## config.mk

```make
export PLATFORM = sky130hd
export DESIGN_NAME = mains_crossing_phase_cut
export DESIGN_NICKNAME = d
export VERILOG_FILES = /design/src/design/mcpc_pkg.sv /design/src/design/mains_crossing_phase_cut.sv
export SDC_FILE = /design/constraint.sdc
export NUM_CORES = 1
export LEC_CHECK = 0
export ABC_AREA = 1
export BUFFER_PORTS_ARGS = -buffer_cell sky130_fd_sc_hd__buf_4
export CAP_MARGIN = 20
export CORE_AREA = 3 3 220 200
export DETAILED_ROUTE_END_ITERATION = 6
export DIE_AREA = 0 0 223 203
export REMOVE_ABC_BUFFERS = 1
export SLEW_MARGIN = 10
export SYNTH_ARGS = -nofsm -noshare
export SYNTH_HDL_FRONTEND = slang
export SYNTH_SLANG_ARGS = --single-unit
```

## constraint.sdc

```tcl
create_clock -name aclk -period 6.3 [get_ports aclk]
set_input_delay 0.63 -clock aclk [delete_from_list [all_inputs] [get_ports aclk]]
set_output_delay 0.63 -clock aclk [all_outputs]
set_load 0.1 [all_outputs]
```

## src/design/mcpc_pkg.sv

```systemverilog
// shared types and constants of the mains crossing phase cut block
package mcpc_pkg;

    // configuration port
    localparam int CFG_W     = 16;
    localparam int CFG_IDX_W = 2;

    typedef enum logic [CFG_IDX_W-1:0] {
        REG_VOLT_ZERO      = 2'd0,
        REG_AMP_ZERO       = 2'd1,
        REG_ONE_PERCENT_US = 2'd2
    } cfg_reg_t;

    // register reset values
    localparam int ZERO_RST_VAL        = 512;
    localparam int ONE_PERCENT_RST_VAL = 100;
    localparam int ZERO_MIN_W          = 10;

    // cut percentage and on-time limit
    localparam int            PCT_W    = 7;
    localparam int            LIMIT_W  = PCT_W + CFG_W;
    localparam logic [PCT_W-1:0] FULL_CUT = 7'd100;

    // reported delay width
    localparam int DELAY_W = 32;

    // crossing codes
    typedef logic signed [1:0] cross_t;
    localparam cross_t CROSS_NONE    = 2'sb00;
    localparam cross_t CROSS_RISING  = 2'sb01;
    localparam cross_t CROSS_FALLING = 2'sb11;

endpackage

```

## src/design/mains_crossing_phase_cut.sv

```systemverilog
// mains zero-cross detector, phase delay timer and leading-edge triac cut
//
//  channel   ports                          direction  transaction
//  --------  -----------------------------  ---------  -----------------------------
//  input     s_valid s_ready s_* fields     in         one sample pair, time, percent
//  result    m_valid m_ready m_* fields     out        one result per input item
//  config    cfg_wr_en cfg_index cfg_wr_data in        one register write, no wait
//
// One item per cycle sustained while the result register is not stalled.
// The input register holds the item and its precomputed on-time limit (percent times
// one_percent_us); one compare and subtract stage then updates state and the result register.
// A stalled result register stops the input register; new input is still taken while the
// result waits as long as the input register is empty or drains in the same cycle.
// Synchronous active-low reset clears state and restores register defaults.
module mains_crossing_phase_cut #(
    parameter int ADC_BITS  = 10,
    parameter int TIME_BITS = 32
) (
    input  logic                              aclk,
    input  logic                              aresetn,

    // configuration
    input  logic                              cfg_wr_en,
    input  logic [mcpc_pkg::CFG_IDX_W-1:0]    cfg_index,
    input  logic [mcpc_pkg::CFG_W-1:0]        cfg_wr_data,

    // input channel
    input  logic                              s_valid,
    output logic                              s_ready,
    input  logic [ADC_BITS-1:0]               s_volt_sample,
    input  logic [ADC_BITS-1:0]               s_amp_sample,
    input  logic [TIME_BITS-1:0]              s_time_us,
    input  logic [mcpc_pkg::PCT_W-1:0]        s_cut_percent,

    // result channel
    output logic                              m_valid,
    input  logic                              m_ready,
    output mcpc_pkg::cross_t                  m_volt_cross,
    output mcpc_pkg::cross_t                  m_amp_cross,
    output logic                              m_triac_on,
    output logic                              m_delay_valid,
    output logic [mcpc_pkg::DELAY_W-1:0]      m_phase_delay_us
);

    localparam int ZERO_W  = (ADC_BITS > mcpc_pkg::ZERO_MIN_W) ? ADC_BITS : mcpc_pkg::ZERO_MIN_W;
    localparam int CMP_W   = (TIME_BITS > mcpc_pkg::LIMIT_W) ? TIME_BITS : mcpc_pkg::LIMIT_W;
    localparam int DEXT_W  = (TIME_BITS > mcpc_pkg::DELAY_W) ? TIME_BITS : mcpc_pkg::DELAY_W;

    // crossing of one channel against its midpoint
    function automatic mcpc_pkg::cross_t detect_cross(
        input logic [ADC_BITS-1:0] sample,
        input logic [ADC_BITS-1:0] prev,
        input logic [ZERO_W-1:0]   zero
    );
        logic [ZERO_W-1:0] s_ext;
        logic [ZERO_W-1:0] p_ext;
        mcpc_pkg::cross_t  dir;
        s_ext = ZERO_W'(sample);
        p_ext = ZERO_W'(prev);
        dir   = mcpc_pkg::CROSS_NONE;
        if (s_ext > zero && p_ext <= zero) begin
            dir = mcpc_pkg::CROSS_RISING;
        end else if (s_ext < zero && p_ext >= zero) begin
            dir = mcpc_pkg::CROSS_FALLING;
        end
        return dir;
    endfunction

    // configuration registers
    logic [ZERO_W-1:0]              volt_zero_reg;
    logic [ZERO_W-1:0]              amp_zero_reg;
    logic [mcpc_pkg::CFG_W-1:0]     one_pct_reg;

    // input stage
    logic                           in_valid_reg;
    logic [ADC_BITS-1:0]            in_volt_reg;
    logic [ADC_BITS-1:0]            in_amp_reg;
    logic [TIME_BITS-1:0]           in_time_reg;
    logic                           in_full_reg;
    logic [mcpc_pkg::LIMIT_W-1:0]   in_limit_reg;
    logic [mcpc_pkg::PCT_W-1:0]     pct_sat;
    logic [mcpc_pkg::LIMIT_W-1:0]   limit_next;

    // block state
    logic [ADC_BITS-1:0]            prev_volt_reg, prev_volt_next;
    logic [ADC_BITS-1:0]            prev_amp_reg, prev_amp_next;
    logic                           triac_off_reg, triac_off_next;
    logic                           timing_reg, timing_next;
    logic [TIME_BITS-1:0]           rise_time_reg, rise_time_next;
    logic [TIME_BITS-1:0]           off_start_reg, off_start_next;
    logic [TIME_BITS-1:0]           last_delay_reg, last_delay_next;

    // result stage
    logic                           out_valid_reg;
    mcpc_pkg::cross_t               vc_next, ac_next;
    mcpc_pkg::cross_t               volt_cross_reg, amp_cross_reg;
    logic                           delay_valid_next, delay_valid_reg;
    logic [mcpc_pkg::DELAY_W-1:0]   delay_out_reg;
    logic [DEXT_W-1:0]              delay_ext;
    logic [TIME_BITS-1:0]           elapsed;

    logic                           advance;
    logic                           in_take;

    // handshake
    assign advance = in_valid_reg && (!out_valid_reg || m_ready);
    assign s_ready = !in_valid_reg || advance;
    assign in_take = s_valid && s_ready;

    // configuration writes
    always_ff @(posedge aclk) begin
        if (!aresetn) begin
            volt_zero_reg <= ZERO_W'(mcpc_pkg::ZERO_RST_VAL);
            amp_zero_reg  <= ZERO_W'(mcpc_pkg::ZERO_RST_VAL);
            one_pct_reg   <= mcpc_pkg::CFG_W'(mcpc_pkg::ONE_PERCENT_RST_VAL);
        end else if (cfg_wr_en) begin
            unique case (cfg_index)
                mcpc_pkg::REG_VOLT_ZERO:      volt_zero_reg <= ZERO_W'(cfg_wr_data[ADC_BITS-1:0]);
                mcpc_pkg::REG_AMP_ZERO:       amp_zero_reg  <= ZERO_W'(cfg_wr_data[ADC_BITS-1:0]);
                mcpc_pkg::REG_ONE_PERCENT_US: one_pct_reg   <= cfg_wr_data;
                default: ;
            endcase
        end
    end

    // saturated percent and on-time limit, computed on the way in
    always_comb begin
        pct_sat    = (s_cut_percent > mcpc_pkg::FULL_CUT) ? mcpc_pkg::FULL_CUT : s_cut_percent;
        limit_next = mcpc_pkg::LIMIT_W'(pct_sat) * mcpc_pkg::LIMIT_W'(one_pct_reg);
    end

    // input register
    always_ff @(posedge aclk) begin
        if (!aresetn) begin
            in_valid_reg <= 1'b0;
        end else if (in_take) begin
            in_valid_reg <= 1'b1;
        end else if (advance) begin
            in_valid_reg <= 1'b0;
        end
    end

    always_ff @(posedge aclk) begin
        if (in_take) begin
            in_volt_reg  <= s_volt_sample;
            in_amp_reg   <= s_amp_sample;
            in_time_reg  <= s_time_us;
            in_full_reg  <= (pct_sat == mcpc_pkg::FULL_CUT);
            in_limit_reg <= limit_next;
        end
    end

    // crossing detection, delay timing and triac cut
    always_comb begin
        prev_volt_next   = prev_volt_reg;
        prev_amp_next    = prev_amp_reg;
        triac_off_next   = triac_off_reg;
        timing_next      = timing_reg;
        rise_time_next   = rise_time_reg;
        off_start_next   = off_start_reg;
        last_delay_next  = last_delay_reg;
        vc_next          = mcpc_pkg::CROSS_NONE;
        ac_next          = mcpc_pkg::CROSS_NONE;
        delay_valid_next = 1'b0;
        elapsed          = in_time_reg - off_start_reg;

        // crossings only while the triac conducts
        if (!triac_off_reg) begin
            vc_next        = detect_cross(in_volt_reg, prev_volt_reg, volt_zero_reg);
            ac_next        = detect_cross(in_amp_reg, prev_amp_reg, amp_zero_reg);
            prev_volt_next = in_volt_reg;
            prev_amp_next  = in_amp_reg;
        end

        // voltage rise to current rise timer
        if (vc_next == mcpc_pkg::CROSS_RISING && !timing_reg) begin
            rise_time_next = in_time_reg;
            timing_next    = 1'b1;
        end else if (ac_next == mcpc_pkg::CROSS_RISING && timing_reg) begin
            last_delay_next  = in_time_reg - rise_time_reg;
            timing_next      = 1'b0;
            delay_valid_next = 1'b1;
        end

        // leading-edge cut
        if (in_full_reg) begin
            triac_off_next = 1'b1;
        end else if (vc_next != mcpc_pkg::CROSS_NONE) begin
            triac_off_next = 1'b1;
            off_start_next = in_time_reg;
        end else if (CMP_W'(elapsed) > CMP_W'(in_limit_reg)) begin
            triac_off_next = 1'b0;
        end

        delay_ext = DEXT_W'(last_delay_next);
    end

    // state update, one item per advance
    always_ff @(posedge aclk) begin
        if (!aresetn) begin
            prev_volt_reg  <= '0;
            prev_amp_reg   <= '0;
            triac_off_reg  <= 1'b0;
            timing_reg     <= 1'b0;
            rise_time_reg  <= '0;
            off_start_reg  <= '0;
            last_delay_reg <= '0;
        end else if (advance) begin
            prev_volt_reg  <= prev_volt_next;
            prev_amp_reg   <= prev_amp_next;
            triac_off_reg  <= triac_off_next;
            timing_reg     <= timing_next;
            rise_time_reg  <= rise_time_next;
            off_start_reg  <= off_start_next;
            last_delay_reg <= last_delay_next;
        end
    end

    // result register
    always_ff @(posedge aclk) begin
        if (!aresetn) begin
            out_valid_reg <= 1'b0;
        end else if (advance) begin
            out_valid_reg <= 1'b1;
        end else if (m_ready) begin
            out_valid_reg <= 1'b0;
        end
    end

    always_ff @(posedge aclk) begin
        if (advance) begin
            volt_cross_reg  <= vc_next;
            amp_cross_reg   <= ac_next;
            delay_valid_reg <= delay_valid_next;
            delay_out_reg   <= delay_ext[mcpc_pkg::DELAY_W-1:0];
        end
    end

    // triac level follows state, which only changes with a new result
    assign m_valid          = out_valid_reg;
    assign m_volt_cross     = volt_cross_reg;
    assign m_amp_cross      = amp_cross_reg;
    assign m_triac_on       = !triac_off_reg;
    assign m_delay_valid    = delay_valid_reg;
    assign m_phase_delay_us = delay_out_reg;

endmodule

```

==> flow_summary.yaml, run 1 <==
status:
  status: "complete, no violations"
floorplanning:
  start_util_pct: 44.8
  design.core.area_um2: 41800
  core.rowCount: 71
  io_pins: 122
  die-height_um: 203
  die_w_um: 223
  die-area_um2: 45300
yosys:
  synth_top_area_cell: "edfxtp_1"
  synthTopCellsByArea: "edfxtp_1 (18%), dfxtp_1 (17%), ha_1 (11%)"
  netlist_area_um2: 18700
  postSynthCellCount: 2423
  synth.top_cell.area_share_pct: 18.1
  ys_types: 54
  yosysSeqAreaShare_pct: 34.8
  ys_warn_count: 0
  synth.avg_cell_area_um2: 7.73
  async_reset_ff_share_pct: 0
  synth_edf_count: 113
  synth-main-ff-cell: "dfxtp_1"
  synth-seq-cells: 269
global_route:
  grt_pass1_wl_mm: 77.0
  grt_pass1_vias: 14800
  grt_use_met3_pct: 2.73
  grt_antenna_before_repair: 1
  grt_overflow: 0
  grt_busiest_layer: "met2"
  met1_usage_pct: 29.8
  track_usage_pct: 20.7
  met2_usage_pct: 33.5
  grt_max_degree: 76
setup_path:
  crit_fanout: 9
  critical-path-slowest-cell: "fa_1"
  cp-end-kind: "register"
  critical_path_class: "input port to register"
  cp_num_buf_inv: 4
  slowest_delay_ns: 0.57
  cp.arrival_ns: 5.63
  crit_start: "s_cut_percent[0]"
  cp_cell_sequence: "buf_4 > o21ai_0 > a21oi_1 > inv_1 > nand2_1 > inv_1 > nand2_1 > fa_1 > fa_1 > fa_1 > inv_1 > fa_1 > ha_1 > nand2_1 > o21ai_0 > a21oi_1 > o21ai_0 > nand3_1 > nand2_1 > a21oi_1 > nor2_1 > nor2_1 > xor2_1"
  cp-start-kind: "input port"
  cp.required_ns: 6.61
  r2r-start: "one_pct_reg[4]"
  cpLargestDelayFamily: "adder cells"
clock_network:
  tritoncts: "built"
  cts_buffer_depth: 3
  cts_sinks: 269
  clk_pin_slew_ns: 0.06
  cts_made_buffers: 30
  cts_resized: 0
  cts-hold-fix-buffers: 0
  cts_htree_levels: 1
  clk_latency_ns: 0.57
  cts_setup_buffers: 0
  cts_root_buf: "clkbuf_16"
timing:
  slew_violations: 0
  max_clock_freq_ghz: 0.188
  finalSetupTns_ns: 0
  setup_viol: 0
  rsz0062_at_grt: "false"
  fin_crit_ns: 5.32
  relSlewSlack_pct: 33.2
  worst_pin_slew_ns: 1.00
  period_share_pct: 84.4
  finalHoldViolCount: 0
  finClkSkew_ns: 0.0111
detailed_routing:
  dr_total_vias: 15400
  drt_first_iter_violations: 1120
  routed_wl_mm: 47.5
  wl_per_cell_um: 15.3
  post_drt_via_cell_ratio: 4.97
  dr.pass1.iters: 5
  drc_errors: 0
  antenna_left: 0
cells_and_area:
  nNetsFinal: 2845
  layout-drive-gt1-share_pct: 9.61
  final_common_cell: "nand2_1"
  area_delta_synth_final_pct: 12.8
  diodes: 0
  layout_common_cells: "nand2_1 (482), inv_1 (461), nor2_1 (275)"
run:
  cap_violations: 0
placement:
  port_buffers: 121
  gp_congestion: 0.885
  dpl.hpwl_mm: 37.3
hold_path:
  hp-start: "s_amp_sample[4]"
  min_path_type: "input port to register"
power:
  ir_drop_v: 0.000277
  powerDensity_nw_per_um2: 262
  finalPower_mw: 5.53
  p_leak_nw: 10.1
==> layout make-up <==
cell class / instances / area, µm²
Timing Repair Buffer: 130 / 988
Clock inverter: 19 / 179
Multi-Input combinational cell: 1629 / 10100
Fill cell: 4137 / 20700
Tap cell: 547 / 684
Sequential cell: 269 / 6520
Inverter: 466 / 1750
Clock buffer: 37 / 851
==> routing by layer <==
metal	share of wire, %	vias to the layer above
li1	-	7915
met4	2.1	2
met2	44	328
met1	49	7103
met5	0.027	-
met3	4.8	58
==> cells by family after synthesis <==
group / synth area share (%)
adder cells (fa/ha/maj): 18.7
XOR/XNOR: 2.71
buffers and inverters: 11.0
AND/OR/NAND/NOR: 19.3
AO/OA/AOI/OAI: 13.5
flip-flops: 34.8
==> final timing paths <==
path | to | depth (start not counted) | slack [ns]
worst min-delay path | in_amp_reg[4] | 1 | 0.24
worst max-delay path | in_limit_reg[22] | 23 | 0.98
worst max register to register | in_limit_reg[22] | 19 | 1.43
worst min register to register | rise_time_reg[0] | 2 | 0.45
==> power breakdown <==
part,total [mW],internal (mW),switching (mW)
Sequential,2.06,1.99,0.0738
Combinational,1.66,0.586,1.08
Clock,1.81,1.08,0.729
Total,5.53,3.66,1.88
==> worst reg2reg max path: cells and delay by family (launching register included) <==
kind	cells	cell delay [ns]
AO/OA/AOI/OAI	5	0.82
XOR/XNOR	1	0.13
adder cells (fa/ha/maj)	5	2.40
buffers and inverters	3	0.27
flip-flops	1	0.45
AND/OR/NAND/NOR	5	0.57
==> synthesized netlist by cell type, types with 6 or more instances <==
library cell	instances
nand2_1	482
inv_1	463
nor2_1	275
a21oi_1	195
ha_1	166
dfxtp_1	156
o21ai_0	139
edfxtp_1	113
fa_1	71
nand3_1	69
clkbuf_1	38
xor2_1	38
o21ai_1	32
o21ai_2	26
xnor2_1	20
nand4_1	15
o21bai_1	15
nor3_1	10
a31oi_1	9
nand3_2	8
buf_2	7
buf_6	7
nand2_2	6
o211ai_1	6
==> through the flow <==
stage / util, % / setup slack [ns] / instance area [µm²] / instances / hold slack [ns]
floorplan: - / 0.568 / 18400 / 2364 / 0.427
global placement: 48.0 / 0.565 / 20100 / 3040 / 0.440
detailed placement: 48.0 / 0.401 / 20100 / 3040 / 0.449
CTS: 50.4 / 1.01 / 21100 / 3096 / 0.198
global route: 50.5 / 0.617 / 21100 / 3097 / 0.210
finish: 50.5 / 0.980 / 21100 / 3097 / 0.237
Power figures use the tool's default switching activity.
==> run 2, diff against run 1 <==
Clock period 6.3 ns to 5.18 ns, I/O delays scaled along.
==> flow_summary.yaml, run 2 (same netlist as run 1, synthesis figures left out) <==
status:
  status: "complete, no violations"
floorplanning:
  die_w_um: 223
  design.core.area_um2: 41800
  die-height_um: 203
  core.rowCount: 71
  io_pins: 122
  start_util_pct: 44.8
  die-area_um2: 45300
global_route:
  grt_pass1_vias: 15100
  grt_max_degree: 71
  grt_antenna_before_repair: 0
  track_usage_pct: 20.6
  grt_pass1_wl_mm: 76.9
  grt_overflow: 0
clock_network:
  cts_sinks: 269
  cts-hold-fix-buffers: 0
  cts_setup_buffers: 0
  cts_buffer_depth: 3
  cts_htree_levels: 1
  clk_pin_slew_ns: 0.06
  cts_root_buf: "clkbuf_16"
  tritoncts: "built"
  cts_resized: 0
  clk_latency_ns: 0.57
  cts_made_buffers: 30
power:
  powerDensity_nw_per_um2: 316
  p_leak_nw: 10.3
  ir_drop_v: 0.000341
hold_path:
  min_path_type: "input port to register"
  hold_depth: 1
  hp-start: "s_volt_sample[2]"
  hold_end: "in_volt_reg[2]"
cells_and_area:
  layout_common_cells: "nand2_1 (482), inv_1 (461), nor2_1 (275)"
  layout-drive-gt1-share_pct: 11.1
  nNetsFinal: 2893
  final_area_um2: 21400
  diodes: 0
  area_delta_synth_final_pct: 14.5
  fillCellCount: 4085
  final_common_cell: "nand2_1"
  final_util_pct: 51.2
  final_cells: 3145
placement:
  postPlaceCellArea_um2: 20400
  dpl.hpwl_mm: 36.9
  port_buffers: 121
  gp_congestion: 0.898
  placed_cells: 3088
setup_path:
  crit_fanout: 6
  cp.arrival_ns: 5.07
  rrSetupSlack_ns: 0.54
  critical_path_class: "input port to register"
  r2r_cells: 19
  cp.required_ns: 5.50
  r2r-start: "one_pct_reg[5]"
  cp-end-kind: "register"
  cp-start-kind: "input port"
  r2r_end: "in_limit_reg[22]"
detailed_routing:
  antenna_left: 0
  drt_first_iter_violations: 868
  dr.pass1.iters: 5
  dr_total_vias: 15600
  routed_wl_mm: 46.9
  post_drt_via_cell_ratio: 4.96
  wl_per_cell_um: 14.9
  drc_errors: 0
timing:
  setup_viol: 0
  fin_crit_ns: 4.75
  slew_violations: 0
  finClkSkew_ns: 0.0102
  relSlewSlack_pct: 34.4
  period_share_pct: 91.7
  rsz0062_at_grt: "false"
  max_clock_freq_ghz: 0.210
  worst_pin_slew_ns: 0.981
  finalHoldViolCount: 0
run:
  cap_violations: 0
run 2: worst max-delay path by stage:
stage                             to  slack, ns  cells after the start              from
finish              in_limit_reg[22]       0.43                     24  s_cut_percent[0]
global route        in_limit_reg[22]       0.04                     24  s_cut_percent[0]
CTS                 in_limit_reg[22]       0.48                     24  s_cut_percent[0]
detailed placement  in_limit_reg[22]      -0.13                     24  s_cut_percent[0]
global placement    in_limit_reg[22]      -0.03                     24  s_cut_percent[0]
floorplan           rise_time_reg[0]      -0.55                      8           m_valid
run 2: critical path, cell delays in order:
cell and delay [ns]:
buf_4 0.11, o21ai_0 0.16, a21oi_1 0.08, inv_1 0.12, nand2_1 0.15, inv_1 0.13
buf_4 0.15, nand2_1 0.08, fa_1 0.56, fa_1 0.44, fa_1 0.55, inv_1 0.05
fa_1 0.48, ha_1 0.34, a21oi_1 0.18, o21ai_0 0.11, a21oi_1 0.14, o21ai_0 0.16
nand3_1 0.10, nand2_1 0.07, a21oi_1 0.14, nor2_1 0.06, nor2_1 0.11, xor2_1 0.07
run 2: final cells by class:
type / count / area, µm² / area share, %
multi-input cells: 1629 / 10100 / 47.3
repair buffers: 178 / 1360 / 6.35
clock inverters: 11 / 81.3 / 0.379
well taps: 547 / 684 / 3.19
inverters: 466 / 1750 / 8.18
flip-flops and latches: 269 / 6520 / 30.4
clock buffers: 45 / 890 / 4.15
run 2: layer usage:
| layer | track usage [%] | vias to the layer above | part of all wire [%] |
|---|---|---|---|
| met4 | 4.68 | 0 | 2.2 |
| met3 | 2.70 | 65 | 4.7 |
| met1 | 29.1 | 7195 | 48 |
| li1 | - | 8009 | - |
| met2 | 33.8 | 335 | 45 |
| met5 | 0 | - | 0 |
run 2: through the flow:
stage / power, mW / setup slack (ns) / TNS (ns) / hold WS (ns)
2_1_floorplan: 4.02 / -0.552 / -17.98 / 0.427
3_3_place_gp: 4.67 / -0.0303 / -0.0303 / 0.440
3_5_place_dp: 4.72 / -0.128 / -0.213 / 0.448
4_1_cts: 6.85 / 0.478 / 0 / 0.0875
5_1_grt: 7.23 / 0.0428 / 0 / 0.0945
6_report: 6.77 / 0.428 / 0 / 0.122
run 2: report_power, final:
group / leakage (nW) / switching (mW) / internal (mW)
registers: 2.38 / 0.0911 / 2.42
clock network: 0.474 / 0.864 / 1.23
logic: 7.48 / 1.33 / 0.831
==> run 3, diff against run 2 <==
Settings changed: PLACE_DENSITY_LB_ADDON set to 0.05.
==> flow_summary.yaml, run 3 (same netlist as run 1, synthesis figures left out) <==
placement:
  dpl_worst_slack_ns: -0.152
  port_buffers: 121
  postPlaceCellArea_um2: 20500
  dpl.hpwl_mm: 36.8
  gp_congestion: 0.892
  placed_cells: 3090
clock_network:
  cts_htree_levels: 1
  cts_made_buffers: 30
  cts_setup_buffers: 0
  cts-hold-fix-buffers: 0
  cts_root_buf: "clkbuf_16"
  clk_latency_ns: 0.57
  cts_sinks: 269
  tritoncts: "built"
  cts_resized: 0
  clk_pin_slew_ns: 0.06
  cts_buffer_depth: 3
setup_path:
  rrSetupSlack_ns: 0.53
  critical-path-slowest-cell: "fa_1"
  critical_path_class: "input port to register"
  cp-start-kind: "input port"
  r2r-start: "one_pct_reg[6]"
  crit_fanout: 6
  cp.arrival_ns: 5.08
  crit_top_cell: "nand2_1"
  cp-end-kind: "register"
  slowest_delay_ns: 0.57
  r2r_cells: 19
  cp_cell_sequence: "buf_4 > o21ai_0 > a21oi_1 > inv_1 > nand2_1 > inv_1 > buf_4 > nand2_1 > fa_1 > fa_1 > fa_1 > inv_1 > fa_1 > ha_1 > nand2_1 > nor2_1 > nand2_1 > o21ai_0 > nand3_1 > nand2_1 > a21oi_1 > nor2_1 > nor2_1 > xor2_1"
  cp_num_buf_inv: 5
  path_depth: 24
  cp.required_ns: 5.50
  r2r_end: "in_limit_reg[22]"
  cpLargestDelayFamily: "adder cells"
floorplanning:
  die-height_um: 203
  start_util_pct: 44.8
  design.core.area_um2: 41800
  die_w_um: 223
  core.rowCount: 71
  io_pins: 122
  die-area_um2: 45300
hold_path:
  hold_end: "in_volt_reg[1]"
  hp-start: "s_volt_sample[1]"
  min_path_type: "input port to register"
  hold_depth: 1
detailed_routing:
  post_drt_via_cell_ratio: 4.90
  antenna_left: 0
  wl_met3_mm: 1.75
  dr.pass1.iters: 5
  routed_wl_mm: 47.0
  met2_length_mm: 21.4
  drt_first_iter_violations: 713
  highest_layer: "met4"
  wl_per_cell_um: 14.9
  drc_errors: 0
  met1_length_mm: 22.9
  dr_total_vias: 15400
timing:
  fin_crit_ns: 4.76
  relSlewSlack_pct: 28.8
  finalHoldViolCount: 0
  slew_violations: 0
  postLayoutSetupSlackWorst_ns: 0.416
  finClkSkew_ns: 0.00976
  rsz0062_at_grt: "false"
  setup_viol: 0
  period_share_pct: 92.0
  worst_pin_slew_ns: 1.07
  max_clock_freq_ghz: 0.210
power:
  finalPower_mw: 6.92
  ir_drop_v: 0.000345
  powerDensity_nw_per_um2: 322
  p_leak_nw: 10.4
global_route:
  grt_pass1_wl_mm: 77.0
  grt_max_degree: 92
  grt_overflow: 0
  grt_pass1_vias: 15000
  grt_antenna_before_repair: 0
  track_usage_pct: 20.7
cells_and_area:
  final_util_pct: 51.4
  final_cells: 3146
  layout-drive-gt1-share_pct: 11.2
  layout_common_cells: "nand2_1 (482), inv_1 (461), nor2_1 (275)"
  nNetsFinal: 2894
  final_area_um2: 21500
  area_delta_synth_final_pct: 14.8
  diodes: 0
  final_common_cell: "nand2_1"
status:
  status: "complete, no violations"
run:
  cap_violations: 0
==> run 3: worst register-to-register path, delay by kind of cell, from the launching register on <==
family	cells	cell delay (ns)
compound gates	5	0.75
xor+xnor	1	0.13
fa+ha+maj	5	2.32
buf+inv	3	0.26
flops	1	0.42
simple gates	5	0.53
==> run 3: final cells by class <==
| cell class | instances | area [µm²] |
|---|---|---|
| multi-input combinational | 1629 | 10100 |
| fill | 4089 | 20300 |
| tap | 547 | 684 |
| inverter | 466 | 1750 |
| sequential | 269 | 6520 |
| clock buffer | 49 | 956 |
| timing repair buffer | 179 | 1360 |
| clock inverter | 7 | 88.8 |
==> run 3: power by group <==
| group | switching (mW) | internal [mW] | leakage [nW] |
|---|---|---|---|
| Sequential | 0.0921 | 2.42 | 2.38 |
| Clock | 0.880 | 1.35 | 0.506 |
| Combinational | 1.33 | 0.839 | 7.48 |
==> run 3: stage by stage <==
stage	hold slack [ns]	TNS [ns]
finish	0.119	0
global route	0.0871	0
CTS	0.0845	0
detailed placement	0.445	-0.278
global placement	0.438	-0.0625
floorplan	0.427	-17.98
==> run 3: how the worst max path moves through the flow <==
stage | end | from | slack (ns)
5_1_grt | in_limit_reg[22] | s_cut_percent[0] | 0.13
3_5_place_dp | in_limit_reg[22] | s_cut_percent[0] | -0.15
6_report | in_limit_reg[22] | s_cut_percent[0] | 0.42
3_3_place_gp | in_limit_reg[22] | s_cut_percent[6] | -0.06
2_1_floorplan | rise_time_reg[0] | m_valid | -0.55
4_1_cts | in_limit_reg[22] | s_cut_percent[0] | 0.47
==> run 3: routing by layer <==
layer / vias to the layer above / GRT usage, %
met5: - / 0
met2: 244 / 34.5
li1: 8004 / -
met3: 47 / 2.93
met1: 7110 / 28.8
met4: 0 / 4.36
